==> src/cld_pkg.sv <==
// Types and constants shared by the content-length deframer.
`timescale 1ns / 1ps
`default_nettype none

package cld_pkg;

   localparam logic CMD_BYTE  = 1'b0;
   localparam logic CMD_CLOSE = 1'b1;

   typedef enum logic [1:0] {
      STATUS_BODY      = 2'd0,
      STATUS_EMPTY     = 2'd1,
      STATUS_MALFORMED = 2'd2,
      STATUS_CLOSED    = 2'd3
   } status_type;

   typedef struct packed {
      logic       command;
      logic [7:0] data_byte;
   } req_word_type;

   typedef struct packed {
      status_type status;
      logic [7:0] body_byte;
      logic       last_of_body;
   } rsp_word_type;

   localparam int unsigned PrefixLen = 16;

   localparam logic [7:0] CHAR_LF    = 8'h0A;
   localparam logic [7:0] CHAR_CR    = 8'h0D;
   localparam logic [7:0] CHAR_TAB   = 8'h09;
   localparam logic [7:0] CHAR_SPACE = 8'h20;
   localparam logic [7:0] CHAR_PLUS  = 8'h2B;
   localparam logic [7:0] CHAR_ZERO  = 8'h30;
   localparam logic [7:0] CHAR_NINE  = 8'h39;

   localparam logic [31:0] MAX_BODY_LENGTH_RESET = 32'd1048576;

   function automatic logic [7:0] prefix_char(input logic [3:0] index);
      logic [7:0] ch;
      case (index)
         4'd0:    ch = 8'h43; // C
         4'd1:    ch = 8'h6F; // o
         4'd2:    ch = 8'h6E; // n
         4'd3:    ch = 8'h74; // t
         4'd4:    ch = 8'h65; // e
         4'd5:    ch = 8'h6E; // n
         4'd6:    ch = 8'h74; // t
         4'd7:    ch = 8'h2D; // -
         4'd8:    ch = 8'h4C; // L
         4'd9:    ch = 8'h65; // e
         4'd10:   ch = 8'h6E; // n
         4'd11:   ch = 8'h67; // g
         4'd12:   ch = 8'h74; // t
         4'd13:   ch = 8'h68; // h
         4'd14:   ch = 8'h3A; // :
         4'd15:   ch = 8'h20; // space
         default: ch = 8'h00;
      endcase
      return ch;
   endfunction

endpackage

`default_nettype wire

==> src/content_length_deframer.sv <==
// Top level of the content-length deframer: header parse, body pass-through, result register.
`timescale 1ns / 1ps
`default_nettype none

// Takes one word per clock: a stream byte or a close. Header bytes are checked
// against "Content-Length: " followed by optional blanks, an optional '+', decimal
// digits and one optional CR; the blank line then yields a malformed result, an
// empty-body result, or starts the body, whose bytes pass through one per cycle
// with the final one marked. Each word is decided in the cycle it is accepted
// (one compare, or one times-ten add and limit compare) and its result, if any,
// appears on the rsp channel in the next cycle from a single result register.
// Input is stalled only while that register holds a result that rsp_stall holds.
// Malformed is sticky; after a close, bytes give no result unless malformed. max_body_length is
// written through csr_write_enable/csr_write_data and resets to 1048576.
module content_length_deframer
   import cld_pkg::*;
#(
   parameter int unsigned LENGTH_WIDTH = 32
) (
   input  wire logic          clock,
   input  wire logic          reset,
   input  wire logic          req_valid,
   output      logic          req_stall,
   input  wire req_word_type  req_word,
   output      logic          rsp_valid,
   input  wire logic          rsp_stall,
   output      rsp_word_type  rsp_word,
   input  wire logic          csr_write_enable,
   input  wire logic [31:0]   csr_write_data
);

   localparam int unsigned CalcWidth = ((LENGTH_WIDTH > 32) ? LENGTH_WIDTH : 32) + 4;

   logic [31:0]             max_body_length_ff;
   logic                    in_body_ff, in_body_in;
   logic [4:0]              prefix_matched_ff, prefix_matched_in;
   logic                    header_bad_ff, header_bad_in;
   logic [LENGTH_WIDTH-1:0] length_acc_ff, length_acc_in;
   logic                    digit_seen_ff, digit_seen_in;
   logic                    plus_seen_ff, plus_seen_in;
   logic                    trailing_cr_seen_ff, trailing_cr_seen_in;
   logic                    newline_pending_ff, newline_pending_in;
   logic [LENGTH_WIDTH-1:0] body_remaining_ff, body_remaining_in;
   logic                    malformed_ff, malformed_in;
   logic                    closed_ff, closed_in;
   logic                    rsp_valid_ff, rsp_valid_in;
   rsp_word_type            rsp_word_ff, rsp_word_in;

   logic                    req_accept;
   logic [7:0]              b;
   logic [CalcWidth-1:0]    acc_ext;
   logic [CalcWidth-1:0]    next_len;
   logic                    len_over;
   logic                    body_last;
   logic                    clear_header;
   logic                    emit;
   logic                    prefix_done;

   assign req_stall  = rsp_valid_ff & rsp_stall;
   assign req_accept = req_valid & ~req_stall;
   assign rsp_valid  = rsp_valid_ff;
   assign rsp_word   = rsp_word_ff;

   assign b           = req_word.data_byte;
   assign acc_ext     = CalcWidth'(length_acc_ff);
   assign next_len    = (acc_ext << 3) + (acc_ext << 1) + CalcWidth'(b[3:0]);
   assign len_over    = (next_len > CalcWidth'(max_body_length_ff))
                      || (next_len[CalcWidth-1:LENGTH_WIDTH] != '0);
   assign body_last   = (body_remaining_ff[LENGTH_WIDTH-1:1] == '0);
   assign prefix_done = (prefix_matched_ff == 5'(PrefixLen));

   always_comb begin
      in_body_in          = in_body_ff;
      prefix_matched_in   = prefix_matched_ff;
      header_bad_in       = header_bad_ff;
      length_acc_in       = length_acc_ff;
      digit_seen_in       = digit_seen_ff;
      plus_seen_in        = plus_seen_ff;
      trailing_cr_seen_in = trailing_cr_seen_ff;
      newline_pending_in  = newline_pending_ff;
      body_remaining_in   = body_remaining_ff;
      malformed_in        = malformed_ff;
      closed_in           = closed_ff;
      clear_header        = 1'b0;
      emit                = 1'b0;
      rsp_word_in.status       = STATUS_BODY;
      rsp_word_in.body_byte    = 8'h00;
      rsp_word_in.last_of_body = 1'b0;

      if (req_accept) begin
         if (req_word.command == CMD_CLOSE) begin
            closed_in = 1'b1;
            emit      = 1'b1;
            rsp_word_in.status = malformed_ff ? STATUS_MALFORMED : STATUS_CLOSED;
         end else if (malformed_ff) begin
            emit = 1'b1;
            rsp_word_in.status = STATUS_MALFORMED;
         end else if (closed_ff) begin
            emit = 1'b0;
         end else if (in_body_ff) begin
            emit = 1'b1;
            rsp_word_in.body_byte    = b;
            rsp_word_in.last_of_body = body_last;
            if (body_last) begin
               in_body_in        = 1'b0;
               body_remaining_in = '0;
               clear_header      = 1'b1;
            end else begin
               body_remaining_in = body_remaining_ff - LENGTH_WIDTH'(1);
            end
         end else if (b == CHAR_LF) begin
            if (!newline_pending_ff) begin
               newline_pending_in = 1'b1;
            end else if (header_bad_ff || !prefix_done || !digit_seen_ff) begin
               malformed_in = 1'b1;
               emit         = 1'b1;
               rsp_word_in.status = STATUS_MALFORMED;
            end else if (length_acc_ff == '0) begin
               clear_header = 1'b1;
               emit         = 1'b1;
               rsp_word_in.status = STATUS_EMPTY;
            end else begin
               body_remaining_in = length_acc_ff;
               in_body_in        = 1'b1;
               clear_header      = 1'b1;
            end
         end else if (newline_pending_ff) begin
            // a lone newline inside the header spoils it
            newline_pending_in = 1'b0;
            header_bad_in      = 1'b1;
         end else if (!header_bad_ff) begin
            if (!prefix_done) begin
               if (b == prefix_char(prefix_matched_ff[3:0])) begin
                  prefix_matched_in = prefix_matched_ff + 5'd1;
               end else begin
                  header_bad_in = 1'b1;
               end
            end else if (trailing_cr_seen_ff) begin
               header_bad_in = 1'b1;
            end else if (b == CHAR_SPACE || b == CHAR_TAB) begin
               if (digit_seen_ff || plus_seen_ff) begin
                  header_bad_in = 1'b1;
               end
            end else if (b == CHAR_PLUS) begin
               if (digit_seen_ff || plus_seen_ff) begin
                  header_bad_in = 1'b1;
               end else begin
                  plus_seen_in = 1'b1;
               end
            end else if (b >= CHAR_ZERO && b <= CHAR_NINE) begin
               digit_seen_in = 1'b1;
               if (len_over) begin
                  header_bad_in = 1'b1;
               end else begin
                  length_acc_in = next_len[LENGTH_WIDTH-1:0];
               end
            end else if (b == CHAR_CR) begin
               if (digit_seen_ff) begin
                  trailing_cr_seen_in = 1'b1;
               end else begin
                  header_bad_in = 1'b1;
               end
            end else begin
               header_bad_in = 1'b1;
            end
         end

         if (clear_header) begin
            prefix_matched_in   = '0;
            header_bad_in       = 1'b0;
            length_acc_in       = '0;
            digit_seen_in       = 1'b0;
            plus_seen_in        = 1'b0;
            trailing_cr_seen_in = 1'b0;
            newline_pending_in  = 1'b0;
         end
      end

      if (req_accept) begin
         rsp_valid_in = emit;
      end else if (!rsp_stall) begin
         rsp_valid_in = 1'b0;
      end else begin
         rsp_valid_in = rsp_valid_ff;
      end
   end

   always_ff @(posedge clock) begin
      if (reset) begin
         max_body_length_ff  <= MAX_BODY_LENGTH_RESET;
         in_body_ff          <= 1'b0;
         prefix_matched_ff   <= '0;
         header_bad_ff       <= 1'b0;
         length_acc_ff       <= '0;
         digit_seen_ff       <= 1'b0;
         plus_seen_ff        <= 1'b0;
         trailing_cr_seen_ff <= 1'b0;
         newline_pending_ff  <= 1'b0;
         body_remaining_ff   <= '0;
         malformed_ff        <= 1'b0;
         closed_ff           <= 1'b0;
         rsp_valid_ff        <= 1'b0;
      end else begin
         if (csr_write_enable) begin
            max_body_length_ff <= csr_write_data;
         end
         in_body_ff          <= in_body_in;
         prefix_matched_ff   <= prefix_matched_in;
         header_bad_ff       <= header_bad_in;
         length_acc_ff       <= length_acc_in;
         digit_seen_ff       <= digit_seen_in;
         plus_seen_ff        <= plus_seen_in;
         trailing_cr_seen_ff <= trailing_cr_seen_in;
         newline_pending_ff  <= newline_pending_in;
         body_remaining_ff   <= body_remaining_in;
         malformed_ff        <= malformed_in;
         closed_ff           <= closed_in;
         rsp_valid_ff        <= rsp_valid_in;
      end
   end

   always_ff @(posedge clock) begin
      if (req_accept) begin
         rsp_word_ff <= rsp_word_in;
      end
   end

endmodule

`default_nettype wire

==> config.mk <==
export PLATFORM = sky130hd
export DESIGN_NAME = content_length_deframer
export DESIGN_NICKNAME = d
export VERILOG_FILES = /design/src/cld_pkg.sv /design/src/content_length_deframer.sv
export SDC_FILE = /design/constraint.sdc
export NUM_CORES = 1
export LEC_CHECK = 0
export ABC_AREA = 1
export BUFFER_PORTS_ARGS = -buffer_cell sky130_fd_sc_hd__clkbuf_2
export CAP_MARGIN = 20
export CELL_PAD_IN_SITES_DETAIL_PLACEMENT = 1
export CELL_PAD_IN_SITES_GLOBAL_PLACEMENT = 1
export CORE_ASPECT_RATIO = 0.7
export CORE_UTILIZATION = 38
export DETAILED_ROUTE_END_ITERATION = 12
export HOLD_SLACK_MARGIN = 0.08
export PLACE_DENSITY = 0.81
export SYNTH_ARGS = -nofsm -noshare
export SYNTH_HDL_FRONTEND = slang
export SYNTH_SLANG_ARGS = --single-unit
export TNS_END_PERCENT = 10
==> constraint.sdc <==
create_clock -name clock -period 4.47 [get_ports clock]
set_input_delay 0.2235 -clock clock [delete_from_list [all_inputs] [get_ports clock]]
set_output_delay 0.2235 -clock clock [all_outputs]
set_load 0.05 [all_outputs]
Yosys cells after proc, flatten, opt, wreduce, memory -nomap -nowiden
Memory sizes are Yosys's and may differ from the RTL's. A register that Yosys moved wholly into a read port is not among the register bits.
Index checks and enable logic that the tools add are counted.
{"block": "totals", "out_inout_bits": 13, "mem_count": 1, "regBits": 121, "inputBits": 46, "romBits": 112, "word_cells": 230}
{"block": "op_classes", "reduce_logical": 29, "eq_ne": 23, "magnitude_cmp": 3, "muxes": 147, "add_sub_neg": 4, "n_bitwise": 7}
{"memory": "(name not given)", "words": 16, "width": 7, "read_ports": 1, "rd_clocked_by_memory_dff": 1, "write_ports": 0, "line_no": "cld_pkg.sv:42", "rtl": "case (index)"}
{"cell": "$mux 32", "n": 20}
{"cell": "$mux 1", "n": 98}
{"cell": "$mux 8", "n": 9}
{"cell": "$mux 5", "n": 10}
{"cell": "$add 35x33->36", "n": 1}
{"cell": "$add 36x4->36", "n": 1}
{"cell": "$gt 36x32->1", "n": 1}
{"cell": "$logic_not 32->1", "n": 1}
{"cell": "$sub 32x1->32 const B", "n": 1}
{"cell": "$logic_not 31->1", "n": 1}
{"cell": "$ne 2x1->1 const B", "n": 14}
{"cell": "$reduce_and 13->1", "n": 2}
{"cell": "$eq 8x4->1 const B", "n": 3}
{"cell": "$eq 8x6->1 const B", "n": 2}
{"cell": "$reduce_and 14->1", "n": 1}
{"cell": "$mux 2", "n": 6}
{"cell": "$reduce_bool 2->1", "n": 6}
{"cell": "$mux 11", "n": 1}
{"cell": "$reduce_and 10->1", "n": 1}
{"cell": "$mux 9", "n": 1}
{"cell": "$reduce_and 9->1", "n": 1}
{"cell": "$eq 8x8->1", "n": 1}
{"cell": "$ge 8x6->1 const B", "n": 1}
{"cell": "$le 8x6->1 const B", "n": 1}
{"cell": "16 further kinds", "n": 29}

Depth between registers and ports, before layout
{"block": "depth", "word_depth": 23, "depth_mapped": 31, "ltp_nobuf": 31}

Worst setup path after synthesis
OpenSTA, ideal clock, no wires.
{"block": "synth_path", "path_kind": "reg-to-reg", "start": "reg length_acc_ff[0]", "end": "reg length_acc_ff[17]", "path_stages_with_launch": 26, "path_buffers": 1, "arrival_time_ns": 3.905, "required_ns": 4.400, "synth_period_minus_slack_ns": 3.975, "slack_ns": 0.495, "setup_time_ns": 0.070, "cell_sequence": "dfxtp_1 > fa_1 > fa_1 > nand2_1 > nand2_1 > nand3_1 > nand2_1 > nand2_1 > nand2_1 > a21oi_1 > o21ai_0 > nand2_1 > nand3_1 > xor2_1 > ha_1 > nand2_1 > inv_1 > nand3_1 > nor4_1 > nand2_1 > nand2_1 > nand3_1 > nand2_1 > clkbuf_1 > nand4_1 > a21oi_1"}
{"block": "synth_via", "elab_chain_len": 16, "elab_cells_between_ends": 21, "cone_classes": "2 x add/sub; 1 x order compare; 1 x eq/ne; 14 x mux; 3 x reduce/logical"}
{"item": "start: declaration", "line_no": "content_length_deframer.sv:38", "rtl": "logic [LENGTH_WIDTH-1:0] length_acc_ff, length_acc_in;"}
{"item": "start signal: assignment", "line_no": "content_length_deframer.sv:210", "rtl": "length_acc_ff <= length_acc_in;"}
{"item": "$add 35x33->36 (*)", "line_no": "content_length_deframer.sv:66", "rtl": "assign next_len = (acc_ext << 3) + (acc_ext << 1) + CalcWidth'(b[3:0]);"}
{"item": "$add 36x4->36 (*)", "line_no": "content_length_deframer.sv:66"}
{"item": "$mux 32", "line_no": "content_length_deframer.sv:152", "rtl": "if (len_over) begin"}
{"item": "$mux 32", "line_no": "content_length_deframer.sv:150", "rtl": "end else if (b >= CHAR_ZERO && b <= CHAR_NINE) begin"}
{"item": "$mux 32", "line_no": "content_length_deframer.sv:144", "rtl": "end else if (b == CHAR_PLUS) begin"}
{"item": "$mux 32", "line_no": "content_length_deframer.sv:140", "rtl": "end else if (b == CHAR_SPACE || b == CHAR_TAB) begin"}
{"item": "$mux 32", "line_no": "content_length_deframer.sv:138", "rtl": "end else if (trailing_cr_seen_ff) begin"}
{"item": "$mux 32", "line_no": "content_length_deframer.sv:132", "rtl": "if (!prefix_done) begin"}
{"item": "$mux 32", "line_no": "content_length_deframer.sv:131", "rtl": "end else if (!header_bad_ff) begin"}
{"item": "$mux 32", "line_no": "content_length_deframer.sv:127", "rtl": "end else if (newline_pending_ff) begin"}
{"item": "$mux 32", "line_no": "content_length_deframer.sv:111", "rtl": "end else if (b == CHAR_LF) begin"}
{"item": "$mux 32", "line_no": "content_length_deframer.sv:100", "rtl": "end else if (in_body_ff) begin"}
{"item": "$mux 32", "line_no": "content_length_deframer.sv:98", "rtl": "end else if (closed_ff) begin"}
{"item": "$mux 32", "line_no": "content_length_deframer.sv:95", "rtl": "end else if (malformed_ff) begin"}
{"item": "$mux 32", "line_no": "content_length_deframer.sv:91", "rtl": "if (req_word.command == CMD_CLOSE) begin"}
{"item": "$mux 32", "line_no": "content_length_deframer.sv:168", "rtl": "if (clear_header) begin"}
Every way passes the cells marked *; elsewhere a longest branch is shown, timed or not. The select of a mux whose other input is x is not followed.
A chain may end at the register's enable or synchronous reset.

Final worst setup path
{"block": "layout_path", "start": "reg length_acc_ff[15]", "end": "reg length_acc_ff[11]"}
{"block": "layout_via", "elab_chain_len": 6, "elab_cells_between_ends": 7, "cone_classes": "2 x add/sub; 1 x order compare; 1 x eq/ne; 3 x reduce/logical"}
{"item": "$add 35x33->36 (*)", "line_no": "content_length_deframer.sv:66"}
{"item": "$add 36x4->36 (*)", "line_no": "content_length_deframer.sv:66"}
{"item": "$gt 36x32->1 / $reduce_bool 4->1 (equally long branches)", "line_no": "content_length_deframer.sv:67, content_length_deframer.sv:68"}
{"item": "$logic_or 1x1->1 (*)", "line_no": "content_length_deframer.sv:68", "rtl": "|| (next_len[CalcWidth-1:LENGTH_WIDTH] != '0);"}
{"item": "$ne 2x1->1 (no source line) (*)"}
{"item": "$reduce_and 14->1 (no source line) (*)"}
Every way passes the cells marked *; elsewhere a longest branch is shown, timed or not.

==> impl_metrics.toml <==
[floorplanning]
rows = 48
die-area_sq_mm = 0.02578
ios = 59
die_y_um = 134.6
die_w_um = 191.5
core_sq_mm = 0.02468
start_util_pct = 38.69

[timing]
worst_slew_pin_slew_ns = 0.9546
hold_violations = 0
setup_viol_count_final = 0
tns_ns = 0
clock.fmax_ghz = 0.2351
finalCriticalPeriod_ns = 4.254
setup_ws_ns = 0.2161
finalCritPeriodShare_pct = 95.17
clock_skew_ns = 0.01112
maxSlewViolCount = 0
slew-limit-headroom_pct = 36.29

[placement]
dp_hpwl_mm = 24.54
place_congestion = 0.9384
dp_slack_ns = -0.1252
placed_cells = 1799
port_buffers = 58
dpl-instance-area_sq_mm = 0.01038

[worst_hold_path]
hold_class = "primary input to register"
min_path_cells = 3
whs_endpoint = "max_body_length_ff[26]$_SDFFE_PP0P_"
worst_hold_startpoint = "csr_write_data[26]"

[synthesis]
synth_fp_nets = 1569
yosys_warnings = 0
synth.top_cell.area_share_pct = 24.53
async_reset_ff_share_pct = 0
syn_avg_cell_area_sq_um = 6.734
yosysSeqAreaShare_pct = 27.99
synthXorXnorAreaFrac_pct = 3.852
synth_cells = 1418
synth_seq_cells = 128
yosysUniqueCellTypes = 52
synth_area_sq_mm = 0.009549
synth-edff-count = 11
synthMuxAreaShare_pct = 0
synthTopCellsByArea = "dfxtp_1, ha_1, nand2_1, a21oi_1, inv_1"
synth_compound_area_share_pct = 16.35
synth_area_leader_cell = "dfxtp_1"
synth_top_family_by_area = "simple AND/OR/NAND/NOR gates"
ys.flop_type = "dfxtp_1"
synthSimpleGateAreaFrac_pct = 28.12
synthAdderAreaFrac_pct = 13.92

[final_layout]
fillCellCount = 3162
regArea_sq_mm = 0.002689
fin_nets = 1676
multi_input_area_sq_mm = 0.006255
finalInstanceArea_sq_mm = 0.01165
final_common_cell = "nand2_1"
antennaDiodeCount = 0
area_growth_pct = 22.04
final_cells = 1863
drive_above_1_share_pct = 15.93
layout_common_cells = "nand2_1, inv_1, a21oi_1, nor2_1, dfxtp_1"

[clock_network]
cts_tree = "built"
cts_buffers = 17
clk_latency_ns = 0.44
cts_htree_levels = 4
cts_max_path_buffers = 2
path_clk_slew_ns = 0.06
clock_sinks = 128
cts_root_buf = "clkbuf_16"

[run_status]
status = "completed"

[worst_setup_path]
crit_arrival_ns = 4.61
cpPeakStageDelay_ns = 0.40
critical-path-top-delay-family = "simple AND/OR/NAND/NOR gates"
cp-end-kind = "register"
cp.buffers_inverters = 3
cp-start-kind = "register"
path_class = "register to register"
rrSetupSlack_ns = 0.22
worstPathRequired_ns = 4.82
critPathSlowestCell = "ha_1"
critPathMaxFanout = 20
timing.rr.start = "length_acc_ff[15]$_SDFFE_PP0P_"
rr_worst_depth = 25
crit_top_cell = "nand2_1"
reg2reg_to = "length_acc_ff[11]$_SDFFE_PP0P_"

[global_route]
grt_usage_pct = 25.95
grt_pass1_vias = 10090
grt_first_pass_wirelength_mm = 52.16
grt.overflow.total = 0
grt_antenna_before_repair = 0
grt_max_degree = 53

[routing]
dr_total_vias = 10070
drt_iter0_markers = 733
top_layer = "met4"
wl_met1_mm = 16.47
avgRoutedWirePerCell_um = 17.84
dr.pass1.iters = 5
wl_met2_mm = 14.75
drc = 0
route.met3.wl_mm = 1.549
final_antenna_net_count = 0
drt_wl_total_mm = 33.23
via_per_inst = 5.405

[run]
maxCapViolations = 0

[power]
p_leak_uw = 0.005865
ir_drop_v = 0.0002880
power.density_mw_per_mm2 = 245.5
## area by class of cell
class                      count  area share (%)
timing repair buffer         130           8.235
clock buffer                  21           4.037
multi-input combinational   1051           53.67
tap                          325           3.489
clock inverter                11           1.117
inverter                     197           6.377
sequential                   128           23.07
## cells in the mapped netlist (4+ instances only)
master and instances:
inv_1 180, clkbuf_1 30, dfxtp_1 117, o21ai_0 87, o22ai_1 4, xor2_1 26, a211oi_1 12, nor2_1 131
a31oi_1 7, nor4_1 13, nor3_1 19, o211ai_1 4, a221oi_1 4, ha_1 103, nand3_1 34, a21oi_1 148
inv_2 14, edfxtp_1 11, nand4_1 44, or2_2 6, nand2_1 343, buf_2 8, o21ai_1 4, xnor2_1 16
nand2_2 7
## how the worst max path moves through the flow
stage / start / end / slack (ns) / cells past startpoint
finish: length_acc_ff[15]$_SDFFE_PP0P_ / length_acc_ff[11]$_SDFFE_PP0P_ / 0.22 / 25
global route: length_acc_ff[15]$_SDFFE_PP0P_ / length_acc_ff[11]$_SDFFE_PP0P_ / -0.06 / 25
CTS: length_acc_ff[2]$_SDFFE_PP0P_ / length_acc_ff[11]$_SDFFE_PP0P_ / 0.04 / 31
detailed placement: length_acc_ff[2]$_SDFFE_PP0P_ / length_acc_ff[29]$_SDFFE_PP0P_ / -0.13 / 26
global placement: req_word[3] / length_acc_ff[29]$_SDFFE_PP0P_ / 0.00004 / 28
floorplan: length_acc_ff[0]$_SDFFE_PP0P_ / length_acc_ff[17]$_SDFFE_PP0P_ / 0.49 / 25
## sequential cells by signal, summed over array words and instances, names as in the netlist, 5 cells and up, named ones only
| register | count |
|---|---|
| rsp_word | 11 |
| body_remaining_ff | 32 |
| max_body_length_ff | 32 |
| prefix_matched_ff | 5 |
| length_acc_ff | 32 |
## metrics by stage
stage	hold slack, ns	total power (uW)	utilization, %
final	0.08236	2861	47.21
after global routing	0.1084	2951	47.21
after CTS	0.08002	2876	45.79
after detailed placement	0.4594	1410	42.06
after global placement	0.4500	1401	42.06
after floorplan	0.3346	1336	-
## tightest hold or removal path, stage by stage
cell,delay (ns)
clkbuf_2,0.08
o21ai_0,0.07
a21oi_1,0.11
## routing by layer
layer / GRT usage [%] / vias to the layer above
met3: 4.652 / 36
li1: - / 4918
met1: 36.96 / 4887
met2: 40.02 / 229
met5: 0 / -
met4: 6.922 / 0
## power by group
| part | total (uW) | switching, uW | internal [uW] | leakage, uW |
|---|---|---|---|---|
| combinational | 218 | 140 | 77.5 | 0.00451 |
| sequential | 1190 | 9.25 | 1180 | 0.00107 |
| clock | 1450 | 582 | 869 | 0.000282 |
## what timing repair did
action	4_1_cts	5_1_grt
hold buffers	25	0
endpoints found under the setup margin	33	33
resized for setup	14	70
gates cloned	0	1
endpoints found under the hold margin	22	0
setup buffers	2	4
pin swaps	4	22
## cell families (layout without fill, tap and decap cells)
| kind of cell | after synthesis | after routing |
|---|---|---|
| and+or+nand+nor | 617 | 617 |
| xor gates and xnor gates | 42 | 42 |
| DFF | 128 | 128 |
| buffers and inverters | 239 | 359 |
| adders and majority gates | 105 | 105 |
| AOI/OAI and AO/OA | 287 | 287 |
Power figures use the tool's default switching activity.
